==> src/rtl/u16mg_pkg.sv <==
// Shared types, constants and helper functions for the 16-bit wrapping gain block.
// Used by the top level and the assertion checker; depends on nothing.

package u16mg_pkg;

	// Sizes of the gain matrix and data path.
	localparam int MAX_ROWS  = 4;
	localparam int MAX_INNER = 4;
	localparam int DATA_W    = 16;
	localparam int ROW_W     = 2;
	localparam int CNT_W     = 3;
	localparam int GAIN_W    = DATA_W * MAX_INNER;
	localparam int CFG_IDX_W = 3;
	localparam int BANKS     = 2;
	localparam int BANK_W    = 1;

	typedef logic [DATA_W-1:0] word_t;
	typedef word_t [MAX_ROWS-1:0] lanes_t;

	// Configuration register indexes.
	typedef enum logic [CFG_IDX_W-1:0] {
		REG_SCALAR_MODE = 3'd0,
		REG_GAIN_ROWS   = 3'd1,
		REG_GAIN_COLS   = 3'd2,
		REG_GAIN_ROW_0  = 3'd3,
		REG_GAIN_ROW_1  = 3'd4,
		REG_GAIN_ROW_2  = 3'd5,
		REG_GAIN_ROW_3  = 3'd6
	} cfg_reg_e;

	// Clamp a row or column count to 1..hi and return it minus one.
	function automatic logic [ROW_W-1:0] clamp_m1(input logic [CNT_W-1:0] v,
			input logic [CNT_W-1:0] hi);
		logic [CNT_W-1:0] t;
		if (v == '0) begin
			t = CNT_W'(1);
		end else if (v > hi) begin
			t = hi;
		end else begin
			t = v;
		end
		return ROW_W'(t - CNT_W'(1));
	endfunction

	// Pick the gain of one column out of a packed matrix row.
	function automatic word_t gain_sel(input logic [GAIN_W-1:0] row,
			input logic [ROW_W-1:0] col);
		return row[col*DATA_W +: DATA_W];
	endfunction

	// Low half of an unsigned product.
	function automatic word_t mul_lo(input word_t a, input word_t b);
		logic [2*DATA_W-1:0] p;
		p = a * b;
		return p[DATA_W-1:0];
	endfunction

endpackage

==> src/rtl/u16mg_ram.sv <==
// Generic single-port-write, single-port-read RAM with a registered read.
// Stands alone; no package needed.

module u16mg_ram #(
	parameter int WIDTH = 16,
	parameter int DEPTH = 2
) (
	input  logic                                          clk,
	input  logic                                          we,
	input  logic [((DEPTH > 1) ? $clog2(DEPTH) : 1)-1:0]  waddr,
	input  logic [WIDTH-1:0]                              wdata,
	input  logic [((DEPTH > 1) ? $clog2(DEPTH) : 1)-1:0]  raddr,
	output logic [WIDTH-1:0]                              rdata
);

	logic [WIDTH-1:0] mem [DEPTH];

	// Write port and registered read port.
	always_ff @(posedge clk) begin
		if (we) begin
			mem[waddr] <= wdata;
		end
		rdata <= mem[raddr];
	end

endmodule

==> src/rtl/uint16_matrix_gain_wrap.sv <==
// Top level of the 16-bit wrapping gain: scalar gain or 4x4 matrix times column.
// Depends on u16mg_pkg and the generic RAM u16mg_ram.
//
//   channel  | direction | handshake              | payload
//   ---------+-----------+------------------------+------------------------
//   input    | in        | in_valid / in_stall    | sample
//   output   | out       | out_valid / out_stall  | result, out_row, last
//   config   | in        | cfg_we (no wait)       | cfg_index, cfg_data
//
// One sample per cycle while in_stall is low; row sums live in a two-bank RAM (one bank per column in flight),
// read at acceptance, added next cycle and written back with a forward from the last write.
// The first result of a burst is offered from the stage 2 register once its sample has passed stage 1,
// then one per cycle while out_stall is low. A column that ends while the burst ahead is still
// out holds the input until that burst's last result is taken. Reset clears control
// state; the RAM needs no clearing pass (per-bank valid bits).

module uint16_matrix_gain_wrap
	import u16mg_pkg::*;
(
	input  logic                  clk,
	input  logic                  arst_n,
	input  logic                  in_valid,
	output logic                  in_stall,
	input  logic [DATA_W-1:0]     sample,
	output logic                  out_valid,
	input  logic                  out_stall,
	output logic [DATA_W-1:0]     result,
	output logic [ROW_W-1:0]      out_row,
	output logic                  last,
	input  logic                  cfg_we,
	input  logic [CFG_IDX_W-1:0]  cfg_index,
	input  logic [GAIN_W-1:0]     cfg_data
);

	// Configuration registers.
	logic               scalar_mode_q;
	logic [CNT_W-1:0]   gain_rows_q;
	logic [CNT_W-1:0]   gain_cols_q;
	logic [GAIN_W-1:0]  gain_q [MAX_ROWS];

	// Column tracking and bank control.
	logic [ROW_W-1:0]   count_q;
	logic [BANK_W-1:0]  bank_q;
	logic [BANKS-1:0]   ent_valid_q;

	// Stage 1: accumulate and write back.
	logic               valid_s1;
	logic               scalar_s1;
	logic               eoc_s1;
	logic               done_s1;
	logic               evalid_s1;
	logic [ROW_W-1:0]   rows_m1_s1;
	logic [BANK_W-1:0]  addr_s1;
	lanes_t             prod_s1;

	// Forward path from the last RAM write.
	logic               fwd_valid_q;
	logic [BANK_W-1:0]  fwd_addr_q;
	lanes_t             fwd_data_q;

	// Stage 2: output burst register.
	logic               valid_s2;
	logic [ROW_W-1:0]   rows_m1_s2;
	logic [ROW_W-1:0]   idx_s2;
	lanes_t             vals_s2;

	logic               accept;
	logic [ROW_W-1:0]   rows_m1;
	logic [ROW_W-1:0]   cols_m1;
	logic               eoc_s0;
	lanes_t             prod_s0;
	lanes_t             ram_rdata;
	lanes_t             base;
	lanes_t             acc;
	lanes_t             out_vals;
	lanes_t             ram_wdata;
	logic               ram_we;
	logic               has_out_s1;
	logic               s1_adv;
	logic               s2_free;
	logic               load_s2;
	logic               out_xfer;

	// Configuration writes.
	always_ff @(posedge clk or negedge arst_n) begin
		if (!arst_n) begin
			scalar_mode_q <= 1'b1;
			gain_rows_q   <= CNT_W'(1);
			gain_cols_q   <= CNT_W'(1);
			gain_q[0]     <= GAIN_W'(1);
			gain_q[1]     <= '0;
			gain_q[2]     <= '0;
			gain_q[3]     <= '0;
		end else if (cfg_we) begin
			case (cfg_index)
				REG_SCALAR_MODE: scalar_mode_q <= cfg_data[0];
				REG_GAIN_ROWS:   gain_rows_q   <= cfg_data[CNT_W-1:0];
				REG_GAIN_COLS:   gain_cols_q   <= cfg_data[CNT_W-1:0];
				REG_GAIN_ROW_0:  gain_q[0]     <= cfg_data;
				REG_GAIN_ROW_1:  gain_q[1]     <= cfg_data;
				REG_GAIN_ROW_2:  gain_q[2]     <= cfg_data;
				REG_GAIN_ROW_3:  gain_q[3]     <= cfg_data;
				default: ;
			endcase
		end
	end

	// Input side: clamp counts and multiply the sample by each row's gain.
	assign accept  = in_valid && !in_stall;
	assign rows_m1 = clamp_m1(gain_rows_q, CNT_W'(MAX_ROWS));
	assign cols_m1 = clamp_m1(gain_cols_q, CNT_W'(MAX_INNER));
	assign eoc_s0  = (count_q >= cols_m1);

	always_comb begin
		for (int r = 0; r < MAX_ROWS; r++) begin
			prod_s0[r] = mul_lo(gain_sel(gain_q[r], scalar_mode_q ? '0 : count_q), sample);
		end
	end

	// Column position and bank; scalar samples leave them alone.
	always_ff @(posedge clk or negedge arst_n) begin
		if (!arst_n) begin
			count_q <= '0;
			bank_q  <= '0;
		end else if (accept && !scalar_mode_q) begin
			if (eoc_s0) begin
				count_q <= '0;
				bank_q  <= ~bank_q;
			end else begin
				count_q <= count_q + ROW_W'(1);
			end
		end
	end

	// Row sum storage, one bank per column.
	u16mg_ram #(
		.WIDTH (DATA_W * MAX_ROWS),
		.DEPTH (BANKS)
	) u_sums (
		.clk   (clk),
		.we    (ram_we),
		.waddr (addr_s1),
		.wdata (ram_wdata),
		.raddr (bank_q),
		.rdata (ram_rdata)
	);

	// Stage 1 arithmetic: old sums from forward, RAM or reset value, plus products.
	always_comb begin
		if (fwd_valid_q && (fwd_addr_q == addr_s1)) begin
			base = fwd_data_q;
		end else if (evalid_s1) begin
			base = ram_rdata;
		end else begin
			base = '0;
		end
		for (int r = 0; r < MAX_ROWS; r++) begin
			if (ROW_W'(r) <= rows_m1_s1) begin
				acc[r] = base[r] + prod_s1[r];
			end else begin
				acc[r] = base[r];
			end
		end
		out_vals  = (scalar_s1 || done_s1) ? prod_s1 : acc;
		ram_we    = valid_s1 && !scalar_s1 && !done_s1;
		ram_wdata = eoc_s1 ? '0 : acc;
	end

	// Stage 1 hands over only when the output register is free.
	assign out_xfer   = out_valid && !out_stall;
	assign s2_free    = !valid_s2 || (out_xfer && last);
	assign has_out_s1 = scalar_s1 || eoc_s1;
	assign s1_adv     = !has_out_s1 || s2_free;
	assign load_s2    = valid_s1 && has_out_s1 && s2_free;
	assign in_stall   = valid_s1 && !s1_adv;

	// Stage 1 control.
	always_ff @(posedge clk or negedge arst_n) begin
		if (!arst_n) begin
			valid_s1 <= 1'b0;
			done_s1  <= 1'b0;
		end else if (accept) begin
			valid_s1 <= 1'b1;
			done_s1  <= 1'b0;
		end else if (valid_s1 && s1_adv) begin
			valid_s1 <= 1'b0;
			done_s1  <= 1'b0;
		end else if (valid_s1) begin
			done_s1  <= 1'b1;
		end
	end

	// Stage 1 payload; a stalled column keeps its finished sums in place.
	always_ff @(posedge clk) begin
		if (accept) begin
			scalar_s1  <= scalar_mode_q;
			eoc_s1     <= eoc_s0;
			rows_m1_s1 <= rows_m1;
			addr_s1    <= bank_q;
			evalid_s1  <= ent_valid_q[bank_q];
			prod_s1    <= prod_s0;
		end else if (valid_s1 && !s1_adv && !done_s1 && !scalar_s1) begin
			prod_s1    <= acc;
		end
	end

	// Forward register and per-bank valid bits.
	always_ff @(posedge clk or negedge arst_n) begin
		if (!arst_n) begin
			fwd_valid_q <= 1'b0;
			ent_valid_q <= '0;
		end else begin
			fwd_valid_q <= ram_we;
			if (ram_we) begin
				ent_valid_q[addr_s1] <= 1'b1;
			end
		end
	end

	always_ff @(posedge clk) begin
		fwd_addr_q <= addr_s1;
		fwd_data_q <= ram_wdata;
	end

	// Output burst control.
	always_ff @(posedge clk or negedge arst_n) begin
		if (!arst_n) begin
			valid_s2 <= 1'b0;
			idx_s2   <= '0;
		end else if (load_s2) begin
			valid_s2 <= 1'b1;
			idx_s2   <= '0;
		end else if (out_xfer) begin
			if (last) begin
				valid_s2 <= 1'b0;
			end else begin
				idx_s2 <= idx_s2 + ROW_W'(1);
			end
		end
	end

	always_ff @(posedge clk) begin
		if (load_s2) begin
			vals_s2    <= out_vals;
			rows_m1_s2 <= scalar_s1 ? '0 : rows_m1_s1;
		end
	end

	assign out_valid = valid_s2;
	assign result    = vals_s2[idx_s2];
	assign out_row   = idx_s2;
	assign last      = (idx_s2 == rows_m1_s2);

endmodule

==> config.mk <==
export PLATFORM = sky130hd
export DESIGN_NAME = uint16_matrix_gain_wrap
export DESIGN_NICKNAME = d
export VERILOG_FILES = /design/src/rtl/u16mg_pkg.sv /design/src/rtl/u16mg_ram.sv /design/src/rtl/uint16_matrix_gain_wrap.sv
export SDC_FILE = /design/constraint.sdc
export NUM_CORES = 2
export LEC_CHECK = 0
export ABC_AREA = 1
export CORE_ASPECT_RATIO = 1.1
export CORE_MARGIN = 2
export CORE_UTILIZATION = 40
export CTS_BUF_LIST = sky130_fd_sc_hd__clkbuf_2
export CTS_CLUSTER_DIAMETER = 120
export CTS_CLUSTER_SIZE = 14
export DETAILED_ROUTE_END_ITERATION = 6
export DONT_BUFFER_PORTS = 1
export GPL_TIMING_DRIVEN = 0
export SKIP_CTS_REPAIR_TIMING = 1
export SLEW_MARGIN = 20
export SYNTH_ARGS = -nofsm -noshare
export SYNTH_HDL_FRONTEND = slang
export SYNTH_SLANG_ARGS = --single-unit
==> constraint.sdc <==
create_clock -name clk -period 8.6 [get_ports clk]
set_input_delay 0.86 -clock clk [delete_from_list [all_inputs] [get_ports clk]]
set_output_delay 0.86 -clock clk [all_outputs]
set_load 0.01 [all_outputs]
* Yosys cells after proc, flatten, opt, wreduce, memory -nomap -nowiden
Memory sizes are Yosys's and may differ from the RTL's. A register that Yosys moved wholly into a read port is not among the register bits. Cells that the tools add are included.
Word-level totals: bits in registers 475, RAM bits 128, input port bits 88, output and inout bits 21, logic and storage cells 152, memories 1
Memory list:
- u_sums.mem | words 2, bits a word 64, read ports 1, clocked after Yosys merged registers in 1, write ports 1, RTL line u16mg_ram.sv:16 | logic [WIDTH-1:0] mem [DEPTH];
Cells by class: add/sub/neg operators 8, multiply operators 4, magnitude comparators 11, equality and inequality tests 9, shift operators 4, muxes and demuxes 35, bitwise gates (word level) 2, reductions and logical operators 44
Operators by type and width (count):
- 64-bit 2-to-1 mux | 6
- 64-bit by 7-bit variable part select with 16-bit output | 4
- 16-bit 2-to-1 mux | 5
- 16-bit adder | 4
- 16-bit by 16-bit multiplier with 16-bit output | 4
- 16-bit binary-select mux with 2-bit select | 1
- 2-bit AND reduction | 10
- 2-bit 2-to-1 mux | 9
- 1-bit logical AND | 14
- 1-bit 2-to-1 mux | 13
- 3-bit == test (second input constant) | 3
- 3-bit zero test | 3
- 1-bit zero test | 8
- 2-bit nonzero test | 4
- 3-bit by 2-bit == test with 1-bit output (second input constant) | 2
- 3-bit greater-than comparator (second input constant) | 2
- 2-bit by 1-bit adder with 2-bit output (second input constant) | 2
- 1-bit by 2-bit <= comparator with 1-bit output (first input constant) | 2
- 2-bit <= comparator (first input constant) | 2
- 1-bit logical OR | 4
- 1-bit by 2-bit < comparator with 1-bit output (second input constant) | 2
- 2-bit by 1-bit subtractor with 2-bit output (second input constant) | 2
- 3-bit by 1-bit == test with 1-bit output (second input constant) | 1
- 2-bit by 3-bit < comparator with 1-bit output (second input constant) | 1
- other kinds (9) | 9

* Depth between registers and ports, before layout
depth in word-level cells 11, gate-level depth with buffers 40

* Cells and area by module
A second synthesis with hierarchy kept.
Second synthesis, totals: cell total of the unflattened synthesis 5520, area, all modules 45737.6 um2
By module, submodules not included:
- uint16_matrix_gain_wrap | instances 1, cells each 5118, area each 39753.1 um2, sequential area each 12246.7 um2
- u16mg_ram | instances 1, cells each 402, area each 5984.5 um2, sequential area each 5124.9 um2

* Worst setup path after synthesis
No wires, ideal clock.
kind register -> register, start point register idx_s2[0], in the netlist out_row[0], end point register prod_s1[0] (netlist name) (enable), library setup time 0.574 ns, arrival time 5.906 ns, path slack 2.119 ns, cell stages (with the launch flop) 9, buffers on the path 1, period minus slack after synthesis 6.481 ns, cells stage by stage dfrtp_1 > clkbuf_1 > xor2_1 > a21oi_1 > inv_1 > o21ai_1 > nor2_1 > inv_1 > o21ai_0
On the way: cells in the longest elaborated chain, start to end 9
RTL lines:
- start, declared | RTL line uint16_matrix_gain_wrap.sv:64 | logic [ROW_W-1:0] idx_s2;
- start signal, assigned | RTL line uint16_matrix_gain_wrap.sv:237 | idx_s2 <= idx_s2 + ROW_W'(1);
- 2-bit == test (*) | RTL line uint16_matrix_gain_wrap.sv:252 | assign last = (idx_s2 == rows_m1_s2);
- net last | RTL line uint16_matrix_gain_wrap.sv:29 | output logic last,
- 1-bit logical AND (*) | RTL line uint16_matrix_gain_wrap.sv:171 | assign s2_free = !valid_s2 || (out_xfer && last);
- 1-bit logical OR (*) | RTL line uint16_matrix_gain_wrap.sv:171
- 1-bit logical OR (*) | RTL line uint16_matrix_gain_wrap.sv:173 | assign s1_adv = !has_out_s1 || s2_free;
- 1-bit zero test (*) | RTL line uint16_matrix_gain_wrap.sv:175 | assign in_stall = valid_s1 && !s1_adv;
- 1-bit logical AND (*) | RTL line uint16_matrix_gain_wrap.sv:175
- net in_stall | RTL line uint16_matrix_gain_wrap.sv:23 | output logic in_stall,
- 1-bit zero test / 1-bit logical AND (equally long branches) | RTL line uint16_matrix_gain_wrap.sv:109, uint16_matrix_gain_wrap.sv:202
- 1-bit logical AND (on tied branches) | RTL line uint16_matrix_gain_wrap.sv:109, uint16_matrix_gain_wrap.sv:202
- 2-bit nonzero test (no line) (*)
- end signal, assigned | RTL line uint16_matrix_gain_wrap.sv:201 | prod_s1 <= prod_s0;
- end, declared | RTL line uint16_matrix_gain_wrap.sv:54 | lanes_t prod_s1;
The timed path passes the listed nets; every way through them passes the cells marked *. A chain may end at the register's enable or synchronous reset.

* Final worst setup path
start point register scalar_mode_q, end point register prod_s1[63] (netlist name) (data pin)
On the way: cells in the longest elaborated chain, start to end 4
RTL lines:
- start, declared | RTL line uint16_matrix_gain_wrap.sv:36 | logic scalar_mode_q;
- start signal, assigned | RTL line uint16_matrix_gain_wrap.sv:96 | REG_SCALAR_MODE: scalar_mode_q <= cfg_data[0];
- 2-bit 2-to-1 mux | RTL line uint16_matrix_gain_wrap.sv:116 | prod_s0[r] = mul_lo(gain_sel(gain_q[r], scalar_mode_q ? '0 : count_q), sample);
- 64-bit by 7-bit variable part select with 16-bit output | RTL line u16mg_pkg.sv:48 | return row[col*DATA_W +: DATA_W];
- 16-bit by 16-bit multiplier with 16-bit output | RTL line u16mg_pkg.sv:54 | p = a * b;
- 64-bit 2-to-1 mux | RTL line uint16_matrix_gain_wrap.sv:195 | if (accept) begin
Every way passes these cells.

==> metrics.md <==
| Metric | Value |
|---|---|
| Reg2reg setup slack | `590 ps` |
| Sequential area share after synthesis | `38.33%` |
| Smallest hold slack | `-37.74 ps` |
| Mux cell area share after synthesis | `0.02209%` |
| Filler cells | `11,440` |
| Full die area | `0.1160 mm2` |
| Drt pass-1 iters | `7` |
| Yosys reg bits | `667` |
| Die Wd | `324.9 um` |
| Layout area overhead | `7.841%` |
| HPWL Detailed | `125,200 um` |
| DR vias | `38,100` |
| Critical path origin | `scalar_mode_q$_DFFE_PN1P_` |
| Worst EP arrival | `9230 ps` |
| Max frequency | `124.9 MHz` |
| Crit-path leading delay family | `adder cells` |
| Max clock buf depth | `3` |
| Normalized max-slew margin | `-27.40%` |
| Cts bufs inserted | `54` |
| CTS root buf | `clkbuf_2` |
| Status | `complete, but fails checks` |
| Synth Area in Compound Gates | `8.244%` |
| Worst-Margin Slew | `1911 ps` |
| HP Class | `in -> reg` |
| Synth Area in Simple Gates | `21.45%` |
| CP Depth | `34` |
| Initial antenna violation count | `11` |
| Reg2reg path depth | `34` |
| CP bufs+invs | `10` |
| Core ar. | `0.1125 mm2` |
| Starting Density | `40.28%` |
| Worst setup margin | `590.9 ps` |
| RR Endpoint | `prod_s1[63]$_DFFE_PP_` |
| TNS Setup | `0 ps` |
| Reg clk slew, reported paths | `280 ps` |
| Period utilisation layout | `93.13%` |
| # DRC | `8` |
| Fraction of the mapped netlist area in adder cells | `21.44%` |
| Syn_area_per_cell | `8.265 um2` |
| Final setup viols | `0` |
| Register area | `0.01737 mm2` |
| Ys flop type | `dfrtp_1` |
| Share of cells above drive strength 1 | `3.601%` |
| Multi-input gate area | `0.02413 mm2` |
| Crit path top cell by count | `nand2_1` |
| FP Rows | `129` |
| Failing checks | `DRC, hold timing, slew limit` |
| Worst Hold Launch | `cfg_we` |
| Ys Warns | `0` |
| Pin count of the biggest net entering global routing | `275` |
| Post-synth EDFFs | `264` |
| Post-synthesis cell area | `0.04532 mm2` |
| Wire per inst | `22.50 um` |
| CTS tree | `done` |
| Buffers on Ports | `0` |
| Total Routing Usage GR | `27.47%` |
| Syn_nets | `6,153` |
| Nature of the critical path startpoint | `flip-flop` |
| Final #Nets | `6,296` |
| Max Slew Vio Count | `229` |
| H-tree depth | `2` |
| Worst R2R Start | `scalar_mode_q$_DFFE_PN1P_` |
| CP max stage delay | `790 ps` |
| Initial drt markers | `3,823` |
| Crit path kind | `reg -> reg` |
| Xor-xnor portion of the synthesized cell area | `2.004%` |
| Vias per cell | `5.308` |
| CP Capture Point | `prod_s1[63]$_DFFE_PP_` |
| Crit end category | `flip-flop` |
| Die Ht | `357.0 um` |
| Syn Inst Count | `5,483` |
| Routed WL | `161,600 um` |
| IO Pins | `109` |
| Synth unique cells | `49` |
| Layout Cell Area excl Fill | `0.04887 mm2` |
| Skew-Pair Late Insertion Delay | `1420 ps` |
| Crit-path slowest cell | `dfstp_2` |
| Max Cap Viol | `0` |
| CP max FO | `10` |
| Main combinational cell family by area after synthesis | `simple AND/OR/NAND/NOR gates` |
| Tmin final | `8009 ps` |
| Fin. Hold Viols | `4` |
| First-pass GRT wire length | `236,500 um` |
| RSZ-0062 raised after global routing | `false` |
| Fraction of registers with async set/reset | `41.08%` |
| Vias in the first global route | `36,720` |
| Clock sinks | `667` |
| CP required | `9820 ps` |
| Grt ovf | `0` |
| Worst clock skew | `157.0 ps` |
| DP Worst Slack | `241.2 ps` |
| Placed Instance Area | `0.04758 mm2` |
| ANT nets after route | `0` |
| Global placement routability congestion | `1.002` |
-- worst min-delay path by stage --
stage                                 endpoint  cells past startpoint
finish              gain_cols_q[0]$_DFFE_PN1P_                      4
global route        gain_cols_q[0]$_DFFE_PN1P_                      4
CTS                      fwd_valid_q$_DFF_PN0_                      0
detailed placement    u_sums.rdata[63]$_DFF_P_                      2
global placement      u_sums.rdata[24]$_DFF_P_                      2
floorplan                   fwd_addr_q$_DFF_P_                      0
-- sequential cells by signal, indices dropped and copies added (netlist names), 2 cells and up --
register / count
count_q: 2
vals_s2: 64
u_sums.rdata: 64
rows_m1_s2: 2
gain_rows_q: 3
gain_cols_q: 3
fwd_data_q: 64
rows_m1_s1: 2
out_row: 2
u_sums.mem: 128
prod_s1: 64
ent_valid_q: 2
gain_q: 256
-- per-stage QoR --
stage | cells | utilization (%)
after global placement | 6989 | 41.96
after detailed placement | 7002 | 42.29
final | 7179 | 43.44
after CTS | 7097 | 42.75
after global routing | 7173 | 43.43
after floorplan | 5483 | -
-- worst register-to-register path: cells and delay by family (launching register included) --
family / cells / cell delay [ps]
AND/OR/NAND/NOR: 11 / 1570
flip-flops: 1 / 790
AO/OA/AOI/OAI: 6 / 940
buffers and inverters: 10 / 1490
adder cells (fa/ha/maj): 7 / 3150
-- logic make-up (layout without fill, tap and decap cells) --
kind of cell / Yosys count / after routing
simple gates: 2428 / 2428
mux: 1 / 1
flops: 667 / 667
compound gates: 713 / 713
other cells: 0 / 8
fa+ha+maj: 582 / 582
xor+xnor: 102 / 102
buf+inv: 990 / 1172
-- layer usage --
metal | share of wire, % | up-vias | wire length, um | GRT usage, %
met1 | 39 | 18360 | 63270 | 33.96
met3 | 7.6 | 423 | 12240 | 4.425
met2 | 46 | 1689 | 74950 | 45.62
met5 | 0.028 | - | 46 | 0
met4 | 6.8 | 8 | 11040 | 16.21
li1 | - | 17620 | - | -
-- area by class of cell --
class	instances	share of cell area, %
Antenna cell	8	0.04096
Sequential cell	667	35.54
Timing Repair Buffer	87	2.238
Clock inverter	5	0.1408
Multi-Input combinational cell	3826	49.36
Buffer	243	2.158
Clock buffer	90	0.9216
Tap cell	1506	3.856
Inverter	747	5.737
-- placed cells by master (no fill, tap or decap), types with 6 or more instances in the layout --
master         instances
nand2_1             1515
inv_1                727
nor2_1               503
o21ai_0              495
nand3_1              333
fa_1                 324
dfrtp_1              270
edfxtp_1             264
ha_1                 258
clkbuf_1             190
dfxtp_1              129
a21oi_1              125
clkbuf_2              92
dlygate4sd3_1         73
xor2_1                58
xnor2_1               42
o22ai_1               25
buf_4                 20
o21bai_1              18
nand4_1               17
inv_2                 16
buf_2                 16
a31oi_1               13
nand2_2               12
buf_16                11
or2_2                 10
nand3b_1              10
buf_1                  9
o21ai_1                9
diode_2                8
nor3_1                 8
buf_6                  6
or2_1                  6
a21o_1                 6
-- synthesized netlist by cell type (8+ instances only) --
| cell type | instances | share of area (%) |
|---|---|---|
| a31oi_1 | 13 | 0.18 |
| o21bai_1 | 18 | 0.30 |
| nor2_1 | 506 | 4.2 |
| o22ai_1 | 25 | 0.35 |
| a21oi_1 | 125 | 1.4 |
| xnor2_1 | 42 | 0.81 |
| buf_2 | 16 | 0.18 |
| ha_1 | 258 | 7.1 |
| nand2_2 | 12 | 0.17 |
| buf_1 | 9 | 0.075 |
| nor3_1 | 8 | 0.088 |
| clkbuf_1 | 192 | 1.6 |
| o21ai_0 | 496 | 5.5 |
| nand3b_1 | 10 | 0.17 |
| inv_2 | 16 | 0.13 |
| dfrtp_1 | 270 | 15 |
| buf_4 | 20 | 0.33 |
| nand2_1 | 1515 | 13 |
| fa_1 | 324 | 14 |
| nand4_1 | 17 | 0.23 |
| inv_1 | 727 | 6.0 |
| xor2_1 | 58 | 1.1 |
| dfxtp_1 | 129 | 5.7 |
| nand3_1 | 333 | 3.7 |
| o21ai_1 | 9 | 0.099 |
| edfxtp_1 | 264 | 17 |
| or2_2 | 10 | 0.14 |
Power is not shown: default switching activity piles up to over one toggle a cycle in this logic, so the estimate is an artifact.
